$ cat config.mk
export PLATFORM = sky130hd
export DESIGN_NAME = pid_controller_clamped
export DESIGN_NICKNAME = d
export VERILOG_FILES = /design/src/rtl/core/pcc_pkg.sv /design/src/rtl/core/pcc_ucode_rom.sv /design/src/rtl/core/pcc_sequencer.sv /design/src/rtl/core/pcc_datapath.sv /design/src/rtl/core/pid_controller_clamped.sv
export SDC_FILE = /design/constraint.sdc
export NUM_CORES = 2
export LEC_CHECK = 0
export BUFFER_PORTS_ARGS = -buffer_cell sky130_fd_sc_hd__buf_2
export CAP_MARGIN = 5
export CORE_MARGIN = 8
export CORE_UTILIZATION = 60
export DETAILED_ROUTE_END_ITERATION = 12
export PLACE_DENSITY = 0.89
export SETUP_SLACK_MARGIN = 0.4
export SYNTH_ARGS = -nofsm -noshare
export SYNTH_HDL_FRONTEND = slang
export SYNTH_SLANG_ARGS = --single-unit
$ cat constraint.sdc
create_clock -name i_clk -period 14.6 [get_ports i_clk]
set_input_delay 1.46 -clock i_clk [delete_from_list [all_inputs] [get_ports i_clk]]
set_output_delay 1.46 -clock i_clk [all_outputs]
set_load 0.1 [all_outputs]
$ cat src/rtl/core/pcc_pkg.sv
// ----------------------------------------------------------------------------
// pcc_pkg
// Shared types, constants and microcode encodings of the clamped PID core.
// ----------------------------------------------------------------------------
package pcc_pkg;

    localparam int unsigned DATA_W    = 32;
    localparam int unsigned LIM_W     = 31;
    localparam int unsigned CFG_IDX_W = 3;
    localparam int unsigned UC_ADDR_W = 4;
    localparam int unsigned DIV_BITS  = 31;
    localparam int unsigned CNT_W     = $clog2(DIV_BITS);

    localparam logic signed [DATA_W-1:0] Q_ONE = 32'sh0001_0000;

    typedef enum logic [CFG_IDX_W-1:0] {
        CFG_PROP_GAIN     = 3'd0,
        CFG_INTEGRAL_GAIN = 3'd1,
        CFG_DERIV_GAIN    = 3'd2,
        CFG_INTEG_LIMIT   = 3'd3,
        CFG_DRIVE_LIMIT   = 3'd4,
        CFG_MEAS_SCALE    = 3'd5,
        CFG_REF_SCALE     = 3'd6
    } t_cfg_idx;

    typedef struct packed {
        logic signed [DATA_W-1:0] prop_gain;
        logic signed [DATA_W-1:0] integral_gain;
        logic signed [DATA_W-1:0] deriv_gain;
        logic [LIM_W-1:0]         integ_limit;
        logic [LIM_W-1:0]         drive_limit;
        logic signed [DATA_W-1:0] meas_scale;
        logic signed [DATA_W-1:0] ref_scale;
    } t_cfg;

    // microcode step addresses
    typedef enum logic [UC_ADDR_W-1:0] {
        UC_MUL_MEAS  = 4'd0,
        UC_MUL_REF   = 4'd1,
        UC_ERR_SUM   = 4'd2,
        UC_ERR_WB    = 4'd3,
        UC_INC_MUL   = 4'd4,
        UC_INC_ADD   = 4'd5,
        UC_INTEG_WB  = 4'd6,
        UC_DIV_LOOP  = 4'd7,
        UC_DER       = 4'd8,
        UC_MUL_I     = 4'd9,
        UC_MUL_D     = 4'd10,
        UC_DRV_ADD   = 4'd11,
        UC_DRV_WB    = 4'd12,
        UC_CLEAR     = 4'd13
    } t_uc_addr;

    typedef enum logic [2:0] {
        MUL_NONE = 3'd0,
        MUL_MEAS = 3'd1,
        MUL_REF  = 3'd2,
        MUL_INC  = 3'd3,
        MUL_P    = 3'd4,
        MUL_I    = 3'd5,
        MUL_D    = 3'd6
    } t_mul_sel;

    typedef enum logic [1:0] {
        ACC_HOLD = 2'd0,
        ACC_LOAD = 2'd1,
        ACC_ADD  = 2'd2
    } t_acc_op;

    typedef enum logic [1:0] {
        SRC_PROD     = 2'd0,
        SRC_PROD_SAT = 2'd1,
        SRC_INTEG    = 2'd2
    } t_acc_src;

    typedef enum logic [3:0] {
        DP_NONE     = 4'd0,
        DP_WB_ERR   = 4'd1,
        DP_DIFF     = 4'd2,
        DP_DIV_LOAD = 4'd3,
        DP_DIV_STEP = 4'd4,
        DP_DER      = 4'd5,
        DP_WB_INTEG = 4'd6,
        DP_WB_DRIVE = 4'd7,
        DP_WB_CLEAR = 4'd8
    } t_dp_op;

    typedef enum logic [1:0] {
        JC_NEXT = 2'd0,
        JC_ZDT  = 2'd1,
        JC_LOOP = 2'd2,
        JC_DONE = 2'd3
    } t_jump;

    typedef struct packed {
        t_mul_sel               mul_sel;
        t_acc_op                acc_op;
        t_acc_src               acc_src;
        logic                   acc_neg;
        t_dp_op                 dp_op;
        t_jump                  jump;
        logic [UC_ADDR_W-1:0]   target;
    } t_ctrl;

    typedef struct packed {
        logic zero_dt;
    } t_status;

    typedef struct packed {
        logic busy;
        logic go;
        logic out_load;
    } t_seq;

endpackage

$ cat src/rtl/core/pcc_ucode_rom.sv
// ----------------------------------------------------------------------------
// pcc_ucode_rom
// Control store: one control word per microcode step of the PID program.
// ----------------------------------------------------------------------------
module pcc_ucode_rom
    import pcc_pkg::*;
(
    input  logic [UC_ADDR_W-1:0] i_addr,
    output t_ctrl                o_ctrl
);

    function automatic t_ctrl uw(
        input t_mul_sel             m,
        input t_acc_op              a,
        input t_acc_src             s,
        input logic                 ng,
        input t_dp_op               d,
        input t_jump                j,
        input logic [UC_ADDR_W-1:0] tg
    );
        t_ctrl c;
        c.mul_sel = m;
        c.acc_op  = a;
        c.acc_src = s;
        c.acc_neg = ng;
        c.dp_op   = d;
        c.jump    = j;
        c.target  = tg;
        return c;
    endfunction

    always_comb begin
        unique case (i_addr)
            UC_MUL_MEAS: o_ctrl = uw(MUL_MEAS, ACC_HOLD, SRC_PROD, 1'b0, DP_NONE,
                                     JC_NEXT, UC_MUL_MEAS);
            UC_MUL_REF:  o_ctrl = uw(MUL_REF, ACC_LOAD, SRC_PROD_SAT, 1'b1, DP_NONE,
                                     JC_NEXT, UC_MUL_MEAS);
            UC_ERR_SUM:  o_ctrl = uw(MUL_NONE, ACC_ADD, SRC_PROD_SAT, 1'b0, DP_NONE,
                                     JC_NEXT, UC_MUL_MEAS);
            UC_ERR_WB:   o_ctrl = uw(MUL_NONE, ACC_HOLD, SRC_PROD, 1'b0, DP_WB_ERR,
                                     JC_NEXT, UC_MUL_MEAS);
            UC_INC_MUL:  o_ctrl = uw(MUL_INC, ACC_LOAD, SRC_INTEG, 1'b0, DP_DIFF,
                                     JC_NEXT, UC_MUL_MEAS);
            UC_INC_ADD:  o_ctrl = uw(MUL_NONE, ACC_ADD, SRC_PROD, 1'b0, DP_DIV_LOAD,
                                     JC_NEXT, UC_MUL_MEAS);
            UC_INTEG_WB: o_ctrl = uw(MUL_NONE, ACC_HOLD, SRC_PROD, 1'b0, DP_WB_INTEG,
                                     JC_ZDT, UC_DER);
            UC_DIV_LOOP: o_ctrl = uw(MUL_NONE, ACC_HOLD, SRC_PROD, 1'b0, DP_DIV_STEP,
                                     JC_LOOP, UC_DIV_LOOP);
            UC_DER:      o_ctrl = uw(MUL_P, ACC_HOLD, SRC_PROD, 1'b0, DP_DER,
                                     JC_NEXT, UC_MUL_MEAS);
            UC_MUL_I:    o_ctrl = uw(MUL_I, ACC_LOAD, SRC_PROD, 1'b0, DP_NONE,
                                     JC_NEXT, UC_MUL_MEAS);
            UC_MUL_D:    o_ctrl = uw(MUL_D, ACC_ADD, SRC_PROD, 1'b0, DP_NONE,
                                     JC_NEXT, UC_MUL_MEAS);
            UC_DRV_ADD:  o_ctrl = uw(MUL_NONE, ACC_ADD, SRC_PROD, 1'b0, DP_NONE,
                                     JC_NEXT, UC_MUL_MEAS);
            UC_DRV_WB:   o_ctrl = uw(MUL_NONE, ACC_HOLD, SRC_PROD, 1'b0, DP_WB_DRIVE,
                                     JC_DONE, UC_MUL_MEAS);
            UC_CLEAR:    o_ctrl = uw(MUL_NONE, ACC_HOLD, SRC_PROD, 1'b0, DP_WB_CLEAR,
                                     JC_DONE, UC_MUL_MEAS);
            default:     o_ctrl = uw(MUL_NONE, ACC_HOLD, SRC_PROD, 1'b0, DP_WB_CLEAR,
                                     JC_DONE, UC_MUL_MEAS);
        endcase
    end

endmodule

$ cat src/rtl/core/pcc_sequencer.sv
// ----------------------------------------------------------------------------
// pcc_sequencer
// Step counter, divide loop counter and jump logic of the microcode engine.
// ----------------------------------------------------------------------------
module pcc_sequencer
    import pcc_pkg::*;
(
    input  logic                 i_clk,
    input  logic                 i_rst_n,
    input  logic                 i_start,
    input  logic                 i_mode,
    input  t_ctrl                i_ctrl,
    input  t_status              i_status,
    input  logic                 i_out_free,
    output logic [UC_ADDR_W-1:0] o_pc,
    output t_seq                 o_seq
);

    logic                 r_busy;
    logic                 n_busy;
    logic [UC_ADDR_W-1:0] r_pc;
    logic [UC_ADDR_W-1:0] n_pc;
    logic [CNT_W-1:0]     r_cnt;
    logic [CNT_W-1:0]     n_cnt;
    logic                 go;
    logic                 done;

    assign done = (i_ctrl.jump == JC_DONE);
    assign go   = r_busy && (!done || i_out_free);

    always_comb begin
        n_busy = r_busy;
        n_pc   = r_pc;
        n_cnt  = r_cnt;
        if (i_start) begin
            n_busy = 1'b1;
            n_pc   = i_mode ? UC_CLEAR : UC_MUL_MEAS;
        end else if (go) begin
            unique case (i_ctrl.jump)
                JC_NEXT: n_pc = r_pc + 1'b1;
                JC_ZDT:  n_pc = i_status.zero_dt ? i_ctrl.target : r_pc + 1'b1;
                JC_LOOP: n_pc = (r_cnt != '0) ? i_ctrl.target : r_pc + 1'b1;
                JC_DONE: n_busy = 1'b0;
                default: n_busy = 1'b0;
            endcase
            if (i_ctrl.dp_op == DP_DIV_LOAD) begin
                n_cnt = CNT_W'(DIV_BITS - 1);
            end else if (i_ctrl.dp_op == DP_DIV_STEP && r_cnt != '0) begin
                n_cnt = r_cnt - 1'b1;
            end
        end
    end

    always_ff @(posedge i_clk) begin
        if (!i_rst_n) begin
            r_busy <= 1'b0;
            r_pc   <= UC_MUL_MEAS;
            r_cnt  <= '0;
        end else begin
            r_busy <= n_busy;
            r_pc   <= n_pc;
            r_cnt  <= n_cnt;
        end
    end

    assign o_pc           = r_pc;
    assign o_seq.busy     = r_busy;
    assign o_seq.go       = go;
    assign o_seq.out_load = go && done;

endmodule

$ cat src/rtl/core/pcc_datapath.sv
// ----------------------------------------------------------------------------
// pcc_datapath
// Shared multiplier, accumulator, restoring divider and PID state registers.
// ----------------------------------------------------------------------------
module pcc_datapath
    import pcc_pkg::*;
(
    input  logic                     i_clk,
    input  logic                     i_rst_n,
    input  logic                     i_cap,
    input  logic signed [DATA_W-1:0] i_measurement,
    input  logic signed [DATA_W-1:0] i_reference,
    input  logic [LIM_W-1:0]         i_time_step,
    input  t_cfg                     i_cfg,
    input  t_ctrl                    i_ctrl,
    input  logic                     i_go,
    output t_status                  o_status,
    output logic signed [DATA_W-1:0] o_drive,
    output logic                     o_drive_clamped,
    output logic                     o_integ_clamped,
    output logic                     o_zero_step
);

    typedef struct packed {
        logic              hit;
        logic [DATA_W-1:0] val;
    } t_bnd;

    function automatic logic signed [DATA_W-1:0] sat32(input logic signed [49:0] x);
        if (x[49:31] == '0 || x[49:31] == '1) begin
            return x[31:0];
        end
        return x[49] ? 32'sh8000_0000 : 32'sh7FFF_FFFF;
    endfunction

    function automatic t_bnd bound(input logic signed [49:0] x, input logic [LIM_W-1:0] lim);
        logic signed [49:0] lim_p;
        logic signed [49:0] lim_n;
        t_bnd               b;
        lim_p = {19'b0, lim};
        lim_n = -lim_p;
        if (x > lim_p) begin
            b.hit = 1'b1;
            b.val = lim_p[31:0];
        end else if (x < lim_n) begin
            b.hit = 1'b1;
            b.val = lim_n[31:0];
        end else begin
            b.hit = 1'b0;
            b.val = x[31:0];
        end
        return b;
    endfunction

    logic signed [DATA_W-1:0] r_meas;
    logic signed [DATA_W-1:0] r_ref;
    logic [LIM_W-1:0]         r_dt;
    logic signed [47:0]       r_prod;
    logic signed [49:0]       r_acc;
    logic signed [49:0]       n_acc;
    logic signed [DATA_W-1:0] r_err;
    logic signed [DATA_W-1:0] r_der;
    logic signed [DATA_W-1:0] r_integ;
    logic signed [DATA_W-1:0] r_last;
    logic                     r_ihit;
    logic [32:0]              r_dmag;
    logic                     r_dneg;
    logic                     r_dovf;
    logic [LIM_W-1:0]         r_rem;
    logic [DIV_BITS-1:0]      r_quo;

    logic signed [32:0]       mul_a;
    logic signed [32:0]       mul_b;
    logic signed [65:0]       mul_full;
    logic signed [49:0]       prod_x;
    logic signed [49:0]       addend;
    logic signed [49:0]       addend_n;
    logic signed [32:0]       diff;
    logic [32:0]              dmag;
    logic [31:0]              trial;
    logic [31:0]              trial_sub;
    logic                     trial_ge;
    logic signed [DATA_W-1:0] quo_s;
    logic signed [DATA_W-1:0] der_n;
    logic                     zero_dt;
    t_bnd                     ibnd;
    t_bnd                     dbnd;

    // multiplier operand selection
    always_comb begin
        unique case (i_ctrl.mul_sel)
            MUL_MEAS: begin
                mul_a = {i_cfg.meas_scale[31], i_cfg.meas_scale};
                mul_b = {r_meas[31], r_meas};
            end
            MUL_REF: begin
                mul_a = {i_cfg.ref_scale[31], i_cfg.ref_scale};
                mul_b = {r_ref[31], r_ref};
            end
            MUL_INC: begin
                mul_a = {r_err[31], r_err};
                mul_b = {2'b00, r_dt};
            end
            MUL_P: begin
                mul_a = {i_cfg.prop_gain[31], i_cfg.prop_gain};
                mul_b = {r_err[31], r_err};
            end
            MUL_I: begin
                mul_a = {i_cfg.integral_gain[31], i_cfg.integral_gain};
                mul_b = {r_integ[31], r_integ};
            end
            MUL_D: begin
                mul_a = {i_cfg.deriv_gain[31], i_cfg.deriv_gain};
                mul_b = {r_der[31], r_der};
            end
            default: begin
                mul_a = '0;
                mul_b = '0;
            end
        endcase
    end

    assign mul_full = mul_a * mul_b;
    assign prod_x   = {{2{r_prod[47]}}, r_prod};

    // accumulator
    always_comb begin
        unique case (i_ctrl.acc_src)
            SRC_PROD:     addend = prod_x;
            SRC_PROD_SAT: addend = 50'(sat32(prod_x));
            SRC_INTEG:    addend = 50'(r_integ);
            default:      addend = '0;
        endcase
        addend_n = i_ctrl.acc_neg ? -addend : addend;
        unique case (i_ctrl.acc_op)
            ACC_LOAD: n_acc = addend_n;
            ACC_ADD:  n_acc = r_acc + addend_n;
            default:  n_acc = r_acc;
        endcase
    end

    // error difference and divider step
    assign diff      = {r_err[31], r_err} - {r_last[31], r_last};
    assign dmag      = diff[32] ? 33'(-diff) : diff;
    assign trial     = {r_rem, r_quo[DIV_BITS-1]};
    assign trial_ge  = (trial >= {1'b0, r_dt});
    assign trial_sub = trial - {1'b0, r_dt};
    assign quo_s     = {1'b0, r_quo};
    assign zero_dt   = (r_dt == '0);

    always_comb begin
        if (zero_dt) begin
            der_n = '0;
        end else if (r_dovf) begin
            der_n = r_dneg ? 32'sh8000_0000 : 32'sh7FFF_FFFF;
        end else begin
            der_n = r_dneg ? -quo_s : quo_s;
        end
    end

    assign ibnd = bound(r_acc, i_cfg.integ_limit);
    assign dbnd = bound(r_acc, i_cfg.drive_limit);

    always_ff @(posedge i_clk) begin
        if (i_cap) begin
            r_meas <= i_measurement;
            r_ref  <= i_reference;
            r_dt   <= i_time_step;
        end
        if (i_go) begin
            if (i_ctrl.mul_sel != MUL_NONE) begin
                r_prod <= mul_full[63:16];
            end
            r_acc <= n_acc;
            unique case (i_ctrl.dp_op)
                DP_WB_ERR: r_err <= sat32(r_acc);
                DP_DIFF: begin
                    r_dneg <= diff[32];
                    r_dmag <= dmag;
                end
                DP_DIV_LOAD: begin
                    r_dovf <= ({15'b0, r_dmag} >= {2'b0, r_dt, 15'b0});
                    r_rem  <= {13'b0, r_dmag[32:15]};
                    r_quo  <= {r_dmag[14:0], 16'b0};
                end
                DP_DIV_STEP: begin
                    r_rem <= trial_ge ? trial_sub[LIM_W-1:0] : trial[LIM_W-1:0];
                    r_quo <= {r_quo[DIV_BITS-2:0], trial_ge};
                end
                DP_DER:      r_der  <= der_n;
                DP_WB_INTEG: r_ihit <= ibnd.hit;
                DP_WB_DRIVE: begin
                    o_drive         <= dbnd.val;
                    o_drive_clamped <= dbnd.hit;
                    o_integ_clamped <= r_ihit;
                    o_zero_step     <= zero_dt;
                end
                DP_WB_CLEAR: begin
                    o_drive         <= '0;
                    o_drive_clamped <= 1'b0;
                    o_integ_clamped <= 1'b0;
                    o_zero_step     <= 1'b0;
                end
                default: ;
            endcase
        end
    end

    // controller state
    always_ff @(posedge i_clk) begin
        if (!i_rst_n) begin
            r_integ <= '0;
            r_last  <= '0;
        end else if (i_go) begin
            if (i_ctrl.dp_op == DP_WB_INTEG) begin
                r_integ <= ibnd.val;
            end else if (i_ctrl.dp_op == DP_WB_DRIVE) begin
                r_last <= r_err;
            end else if (i_ctrl.dp_op == DP_WB_CLEAR) begin
                r_integ <= '0;
                r_last  <= '0;
            end
        end
    end

    assign o_status.zero_dt = zero_dt;

endmodule

$ cat src/rtl/core/pid_controller_clamped.sv
// ----------------------------------------------------------------------------
// pid_controller_clamped
// Clamped Q16.16 PID controller run by a microcoded sequencer.
// ----------------------------------------------------------------------------
// usage
//   input channel: i_valid / o_stall with mode, measurement, reference and
//   time step; one beat is one control step. output channel: o_valid /
//   i_stall with drive and the three flags, one beat per input beat.
//   config channel: i_cfg_valid / o_cfg_ready (always ready), write only
//   between steps; unknown indexes are dropped.
//   a control step runs 12 single microcode steps around one shared
//   33x33 multiplier plus the loop of the one-bit-per-cycle restoring
//   divider for the derivative. o_valid rises once the last step loads
//   the output register; the result beat and the next input beat can be
//   taken together, and no new step is accepted while one is running.
//   zero time step skips the divider; clear runs only its clear step.
//   o_stall is high from accept until the result moves into the output
//   register; while the receiver stalls a finished result, the engine
//   waits on its last step with o_stall high.
//   reset clears the integrator and previous error, loads the default
//   registers (gains 0, scales 1.0, limits full scale) and empties the
//   output register.
// ----------------------------------------------------------------------------
module pid_controller_clamped
    import pcc_pkg::*;
(
    input  logic                     i_clk,
    input  logic                     i_rst_n,

    input  logic                     i_valid,
    output logic                     o_stall,
    input  logic                     i_mode,
    input  logic signed [DATA_W-1:0] i_measurement,
    input  logic signed [DATA_W-1:0] i_reference,
    input  logic [LIM_W-1:0]         i_time_step,

    output logic                     o_valid,
    input  logic                     i_stall,
    output logic signed [DATA_W-1:0] o_drive,
    output logic                     o_drive_clamped,
    output logic                     o_integ_clamped,
    output logic                     o_zero_step,

    input  logic                     i_cfg_valid,
    output logic                     o_cfg_ready,
    input  logic [CFG_IDX_W-1:0]     i_cfg_index,
    input  logic [DATA_W-1:0]        i_cfg_data
);

    t_cfg                 r_cfg;
    logic                 r_out_valid;
    logic                 out_free;
    logic                 in_beat;
    logic [UC_ADDR_W-1:0] pc;
    t_ctrl                ctrl;
    t_status              status;
    t_seq                 seq;

    assign o_cfg_ready = 1'b1;

    always_ff @(posedge i_clk) begin
        if (!i_rst_n) begin
            r_cfg.prop_gain     <= '0;
            r_cfg.integral_gain <= '0;
            r_cfg.deriv_gain    <= '0;
            r_cfg.integ_limit   <= '1;
            r_cfg.drive_limit   <= '1;
            r_cfg.meas_scale    <= Q_ONE;
            r_cfg.ref_scale     <= Q_ONE;
        end else if (i_cfg_valid && o_cfg_ready) begin
            unique case (i_cfg_index)
                CFG_PROP_GAIN:     r_cfg.prop_gain     <= i_cfg_data;
                CFG_INTEGRAL_GAIN: r_cfg.integral_gain <= i_cfg_data;
                CFG_DERIV_GAIN:    r_cfg.deriv_gain    <= i_cfg_data;
                CFG_INTEG_LIMIT:   r_cfg.integ_limit   <= i_cfg_data[LIM_W-1:0];
                CFG_DRIVE_LIMIT:   r_cfg.drive_limit   <= i_cfg_data[LIM_W-1:0];
                CFG_MEAS_SCALE:    r_cfg.meas_scale    <= i_cfg_data;
                CFG_REF_SCALE:     r_cfg.ref_scale     <= i_cfg_data;
                default: ;
            endcase
        end
    end

    assign o_stall  = seq.busy;
    assign in_beat  = i_valid && !o_stall;
    assign out_free = !r_out_valid || !i_stall;

    always_ff @(posedge i_clk) begin
        if (!i_rst_n) begin
            r_out_valid <= 1'b0;
        end else if (seq.out_load) begin
            r_out_valid <= 1'b1;
        end else if (r_out_valid && !i_stall) begin
            r_out_valid <= 1'b0;
        end
    end

    assign o_valid = r_out_valid;

    pcc_ucode_rom u_rom (
        .i_addr (pc),
        .o_ctrl (ctrl)
    );

    pcc_sequencer u_seq (
        .i_clk      (i_clk),
        .i_rst_n    (i_rst_n),
        .i_start    (in_beat),
        .i_mode     (i_mode),
        .i_ctrl     (ctrl),
        .i_status   (status),
        .i_out_free (out_free),
        .o_pc       (pc),
        .o_seq      (seq)
    );

    pcc_datapath u_dp (
        .i_clk           (i_clk),
        .i_rst_n         (i_rst_n),
        .i_cap           (in_beat),
        .i_measurement   (i_measurement),
        .i_reference     (i_reference),
        .i_time_step     (i_time_step),
        .i_cfg           (r_cfg),
        .i_ctrl          (ctrl),
        .i_go            (seq.go),
        .o_status        (status),
        .o_drive         (o_drive),
        .o_drive_clamped (o_drive_clamped),
        .o_integ_clamped (o_integ_clamped),
        .o_zero_step     (o_zero_step)
    );

    a_busy_after_beat: assert property (
        @(posedge i_clk) disable iff (!i_rst_n)
        in_beat |=> o_stall
    ) else $error("engine not busy after input beat");

    a_result_from_work: assert property (
        @(posedge i_clk) disable iff (!i_rst_n)
        $rose(o_valid) |-> $past(o_stall)
    ) else $error("result appeared without a step in progress");

    a_load_when_free: assert property (
        @(posedge i_clk) disable iff (!i_rst_n)
        seq.out_load |-> (seq.busy && out_free)
    ) else $error("output register overwritten");

    a_clamp_at_limit: assert property (
        @(posedge i_clk) disable iff (!i_rst_n)
        (o_valid && o_drive_clamped) |->
            (o_drive == {1'b0, r_cfg.drive_limit} ||
             32'(o_drive + {1'b0, r_cfg.drive_limit}) == 32'd0)
    ) else $error("clamped drive not at its limit");

endmodule

Word level (Yosys, flattened, before mapping)
Memory sizes are Yosys's and may differ from the RTL's. A register that Yosys moved wholly into a read port is not among the register bits.
Index checks and enable logic that the tools add are counted.
W data, S select, Z words.
{"block": "word_totals", "output_inout_bits": 38, "n_memories": 1, "regBits": 687, "in_bits": 136, "rom_bits": 288}
{"block": "op_classes", "mul": 1, "n_lt_le_gt_ge": 6, "n_reduce_logical": 51, "addsub": 10, "bitwise_logic": 2, "eq_ne": 30, "muxes": 50}
{"memory": "(no name shown)", "words": 16, "word_bits": 18, "read_ports": 1, "rd_ports_with_merged_regs": 1, "write_ports": 0, "line_no": "pcc_ucode_rom.sv:33", "rtl": "unique case (i_addr)"}
{"operator": "$mux W32", "n": 15}
{"operator": "$pmux W33 S6", "n": 2}
{"operator": "$pmux W50 S3", "n": 1}
{"operator": "$pmux W31 S2", "n": 2}
{"operator": "$gt A50 B32 Y1", "n": 2}
{"operator": "$lt A50 B50 Y1", "n": 2}
{"operator": "$neg A31 Y50", "n": 2}
{"operator": "$pmux W50 S2", "n": 1}
{"operator": "$mux W33", "n": 3}
{"operator": "$mul A33 B33 Y64", "n": 1}
{"operator": "$pmux W32 S2", "n": 1}
{"operator": "$add A50 B50 Y50", "n": 1}
{"operator": "$mux W50", "n": 1}
{"operator": "$neg A50 Y50", "n": 1}
{"operator": "$ge A33 B46 Y1", "n": 1}
{"operator": "$eq A19 B19 Y1 const B", "n": 2}
{"operator": "$logic_not A19 Y1", "n": 2}
{"operator": "$reduce_and A2 Y1", "n": 18}
{"operator": "$neg A33 Y33", "n": 1}
{"operator": "$sub A32 B32 Y33", "n": 1}
{"operator": "$ge A32 B31 Y1", "n": 1}
{"operator": "$neg A31 Y32", "n": 1}
{"operator": "$logic_not A31 Y1", "n": 1}
{"operator": "$mux W31", "n": 1}
{"operator": "other kinds (29)", "n": 86}

Depth between registers and ports, before layout
{"block": "logic_depth", "word_depth": 10, "depth_mapped": 40}

By module
Synthesis repeated with hierarchy kept, for this count alone.
{"block": "hier_totals", "hier_cells": 8989, "area_unflattened_um2": 81846.0}
{"mod": "pcc_datapath", "instances": 1, "area_each_um2": 72391.9, "cells_per_inst": 8065, "seq_area_each_um2": 12992.5}
{"mod": "pid_controller_clamped", "instances": 1, "area_each_um2": 8435.6, "cells_per_inst": 801, "seq_area_each_um2": 4464.3}
{"mod": "pcc_sequencer", "instances": 1, "area_each_um2": 726.9, "cells_per_inst": 84, "seq_area_each_um2": 200.2}
{"mod": "pcc_ucode_rom", "instances": 1, "area_each_um2": 291.5, "cells_per_inst": 39, "seq_area_each_um2": 0.0}

Worst setup path after synthesis
No wires, ideal clock.
{"block": "synth_timing", "path_kind": "register -> register", "from": "register, netlist name u_rom.o_ctrl[16]", "to": "register u_dp.r_prod[47] (data pin)", "setup_time_ns": 0.260, "path_stages_with_launch": 36, "path_slack_ns": 4.466, "arrival_ns": 9.874, "n_path_buf": 6, "synth_period_minus_slack_ns": 10.134, "cell_sequence": "dfxtp_1 clkbuf_1 clkbuf_1 buf_1 clkbuf_1 buf_1 mux2i_1 nor2_1 a21oi_1 a21oi_1 clkbuf_1 nand2_1 fa_1 inv_1 fa_1 fa_1 fa_1 fa_1 fa_1 fa_1 inv_1 fa_1 inv_1 ha_1 a21o_1 a21o_1 a21oi_1 o21ai_0 a221o_1 a21o_1 a21oi_1 nor2_1 a211oi_1 o31ai_1 a21oi_1 xnor2_1"}
{"block": "synth_via", "elab_chain_cells": 3, "elab_cells_between_ends": 9, "cone_classes": "mul: 1; eq/ne: 6; mux: 2"}
{"element": "$eq A3 B3 Y1, or another cell as far along", "line_no": "pcc_datapath.sv:91", "rtl": "unique case (i_ctrl.mul_sel)"}
{"element": "$pmux W33 S6", "line_no": "pcc_datapath.sv:91"}
{"element": "$mul A33 B33 Y64 (*)", "line_no": "pcc_datapath.sv:123", "rtl": "assign mul_full = mul_a * mul_b;"}
{"element": "net u_dp.mul_full[63]", "line_no": "pcc_datapath.sv:74", "rtl": "logic signed [65:0] mul_full;"}
{"element": "to (signal assigned)", "line_no": "pcc_datapath.sv:172", "rtl": "r_prod <= mul_full[63:16];"}
{"element": "to (decl)", "line_no": "pcc_datapath.sv:58", "rtl": "logic signed [47:0] r_prod;"}
The timed path passes the listed nets; every way through them passes the cells marked *.
A chain may end at the register's enable or synchronous reset.

Worst setup path after layout
{"block": "layout_timing", "from": "register, netlist name u_rom.o_ctrl[15]", "to": "register u_dp.r_prod[38] (data pin)"}
{"block": "layout_via", "elab_chain_cells": 3, "elab_cells_between_ends": 9, "cone_classes": "mul: 1; eq/ne: 6; mux: 2"}
{"element": "$eq A3 B3 Y1, or another cell as far along", "line_no": "pcc_datapath.sv:91"}
{"element": "$pmux W33 S6", "line_no": "pcc_datapath.sv:91"}
{"element": "$mul A33 B33 Y64 (*)", "line_no": "pcc_datapath.sv:123"}
{"element": "net u_dp.mul_full[54]", "line_no": "pcc_datapath.sv:74"}
Marks and branches as above.

==> summary.txt <==
Detailed routing
  • Initial DRC Count: 8,690
  • DR vias/cell: 6.44
  • DR vias: 69.1k
  • WL per Instance: 25.2 um
  • Drt total wl: 270 mm
  • DRC errors left: 0
  • DRT Pass-1 Iters: 8
  • Post-route ant nets: 0

Worst setup path
  • R2R cell count: 30
  • CP required: 15.03 ns
  • CP max FO: 31
  • Reg2reg end: u_dp.r_prod[38]
  • Critical path's slowest cell: nand3_2
  • Worst Setup End Kind: register
  • Crit Path Class: reg2reg
  • Most used cell, CP: fa_1
  • Worst path max stage delay: 1.04 ns
  • CP startpoint kind: register
  • Critical path arrival: 12.12 ns
  • R2r setup slk: 2.91 ns
  • FF-to-FF Start: u_rom.o_ctrl[15]

Placed design
  • GP Congestion: 1.04
  • Dpl hpwl: 203 mm
  • Dpl cell area: 83,000 um^2
  • Port-buffer cells: 172

Timing
  • RSZ-0062 raised after global routing: false
  • Worst-margin pin slew: 1.34 ns
  • Crit path time final: 11.69 ns
  • Tcrit/Tclk final: 80.1%
  • Clock skew: 0.0398 ns
  • Setup_tns: 0 ns
  • Max_slew headroom: 10.4%
  • Final Hold Fails: 0
  • Setup violators final: 0
  • Max Transition Viols Final: 0
  • Fmax: 85.5 MHz

CTS
  • PostCTS Resize Cnt: 0
  • Maximum root-to-sink buffer count: 3
  • CTS tree: yes
  • CTS root buffer: clkbuf_16
  • CTS H-tree depth: 3
  • Clk_lat worst skew: 0.70 ns
  • Clock sink count: 703
  • Clock transition at path regs: 0.06 ns
  • TritonCTS Buffers: 76
  • Hold buffer count at CTS: 0
  • Setup Fix Bufs, Post-CTS: 0

Global routing
  • Vias in the first global route: 70.6k
  • GR Overflow Total: 0
  • Pin count of the biggest net entering global routing: 117
  • Global-route wire length before repair: 411 mm
  • Number of antenna violations at the first check in global routing: 36
  • Gr usage total: 36.4%

Finish
  • Sequential Area: 18,000 um^2
  • Post-route design area: 85,600 um^2
  • Commonest non-fill, non-tap cell in the layout: nand2_1
  • Layout Utilization: 64.3%
  • Commonest cells after routing, fill and taps aside: nand2_1 (1,368), inv_1 (1,305), fa_1 (1,107)
  • Multi-input gate area: 56,000 um^2
  • Synth-to-Final Area Change: 6.51%
  • Final nets: 10.6k
  • Share of post-route cells with drive strength above 1: 6.32%
  • Fillers: 10.5k

Floorplan
  • # rows: 134
  • Starting Density: 60.3%
  • Number of I/O pins: 174
  • Core area: 133,000 um^2
  • Die Width: 382 um
  • Die Ht: 382 um
  • Die area: 146,000 um^2

Synth
  • Yosys warns: 0
  • Synthesized area: 80,300 um^2
  • Sequential share of the synthesized area: 22.4%
  • Async set-reset flop share out of synthesis: 0%
  • Mapped Nets: 10.7k
  • Cell count after synthesis: 8,956
  • Netlist cell types: 88
  • Average size of a mapped cell: 8.97 um^2
  • Top FF cell, synth: edfxtp_1
  • Post-synth EDFFs: 390
  • Yosys reg bits: 703

Hold path
  • HP Class: reg2reg
  • Hold_sp: r_cfg[179]
  • Hold-critical path depth: 2
  • Worst Hold End: r_cfg[179]

Outcome
  • Status: finished clean

Run
  • Max-cap violation count: 0
==> stage by stage <==
step	hold slack [ns]	worst slack, ns	instances
4_1_cts	0.466	3.19	10700
5_1_grt	0.483	2.62	10700
2_1_floorplan	0.440	4.47	8956
6_report	0.466	2.91	10700
3_3_place_gp	0.450	3.51	10600
3_5_place_dp	0.455	3.24	10600
==> registers in the layout, summed over array words and instances (netlist names), 4 cells and up <==
register      cells
u_rom.o_ctrl     16
u_dp.o_drive     32
u_dp.r_acc       50
u_dp.r_prod      48
u_dp.r_der       32
u_dp.r_dmag      33
u_dp.r_last      32
u_dp.r_ref       32
u_dp.r_dt        31
u_dp.r_quo       31
u_seq.o_pc        4
u_dp.r_integ     32
u_dp.r_rem       31
u_dp.r_meas      32
r_cfg           222
u_dp.r_err       32
u_seq.r_cnt       5
==> layer usage <==
metal | track usage (%) | vias up | part of all wire [%]
li1 | - | 29200 | -
met4 | 26.1 | 24 | 9.3
met5 | 0.760 | - | 0.15
met3 | 13.0 | 1530 | 14
met1 | 43.6 | 33400 | 34
met2 | 54.3 | 5012 | 43
==> Yosys cell counts, types with 17 or more instances <==
cell type | instances | share of area, %
and2_1 | 74 | 0.58
a311oi_1 | 19 | 0.21
a221oi_1 | 43 | 0.47
a31oi_1 | 50 | 0.39
a21oi_1 | 306 | 1.9
inv_1 | 1306 | 6.1
o21a_1 | 50 | 0.47
o31ai_1 | 27 | 0.25
and3_1 | 63 | 0.49
o21ai_0 | 232 | 1.4
a22o_1 | 17 | 0.19
clkbuf_1 | 436 | 2.0
buf_1 | 22 | 0.10
xor2_1 | 98 | 1.1
o22ai_1 | 19 | 0.15
a21boi_0 | 216 | 2.0
nand4_1 | 76 | 0.59
dfxtp_1 | 313 | 7.8
nor3_1 | 93 | 0.58
nor4_1 | 60 | 0.47
a221o_1 | 20 | 0.25
a21o_1 | 186 | 1.7
edfxtp_1 | 390 | 15
mux2_2 | 52 | 0.73
xnor2_1 | 201 | 2.2
nor2b_1 | 68 | 0.53
ha_1 | 514 | 8.0
mux2i_1 | 99 | 1.2
nand2_1 | 1369 | 6.4
nor2_1 | 765 | 3.6
a22oi_1 | 93 | 0.87
a211oi_1 | 36 | 0.34
o21bai_1 | 19 | 0.18
o211ai_1 | 85 | 0.79
or3_1 | 37 | 0.29
nand2b_1 | 55 | 0.43
nand3_1 | 146 | 0.91
fa_1 | 1107 | 28
==> cells by family after synthesis <==
logic type | after synthesis | synth area share (%)
adders and majority gates | 1621 | 35.6
AOI/OAI and AO/OA | 1532 | 12.9
other | 1 | 0.00467
buffers and inverters | 1768 | 8.28
xor gates and xnor gates | 299 | 3.26
DFF | 703 | 22.4
muxes | 151 | 1.96
and+or+nand+nor | 2881 | 15.6
==> how the worst max path moves through the flow <==
stage                      from              end  slack, ns  depth (start not counted)
3_3_place_gp   u_rom.o_ctrl[17]  u_dp.r_prod[47]       3.51                         31
5_1_grt        u_rom.o_ctrl[15]  u_dp.r_prod[44]       2.62                         30
2_1_floorplan  u_rom.o_ctrl[16]  u_dp.r_prod[47]       4.47                         35
4_1_cts        u_rom.o_ctrl[17]  u_dp.r_prod[47]       3.19                         31
6_report       u_rom.o_ctrl[15]  u_dp.r_prod[38]       2.91                         30
3_5_place_dp   u_rom.o_ctrl[17]  u_dp.r_prod[47]       3.24                         31
==> layout make-up <==
cell class                 instances  area share, %
antenna                           28         0.0819
clock buffer                     108           2.57
clock inverter                    31          0.368
inverter                        1306           5.73
multi-input combinational       6485           65.5
sequential                       703           21.0
tap                             1768           2.59
timing repair buffer             304           2.17
==> critical path: cells and delay by family (launching register included) <==
kind                       cells  cell delay [ns]
buffers and inverters          6             0.65
and+or+nand+nor                7             3.25
adders and majority gates      9             4.32
DFF                            1             0.50
xor gates and xnor gates       1             0.14
AOI/OAI and AO/OA              7             2.52
Power is left out: the tool's default activity adds up to more than one toggle a clock period on the data nets, which glitch-free logic cannot reach.
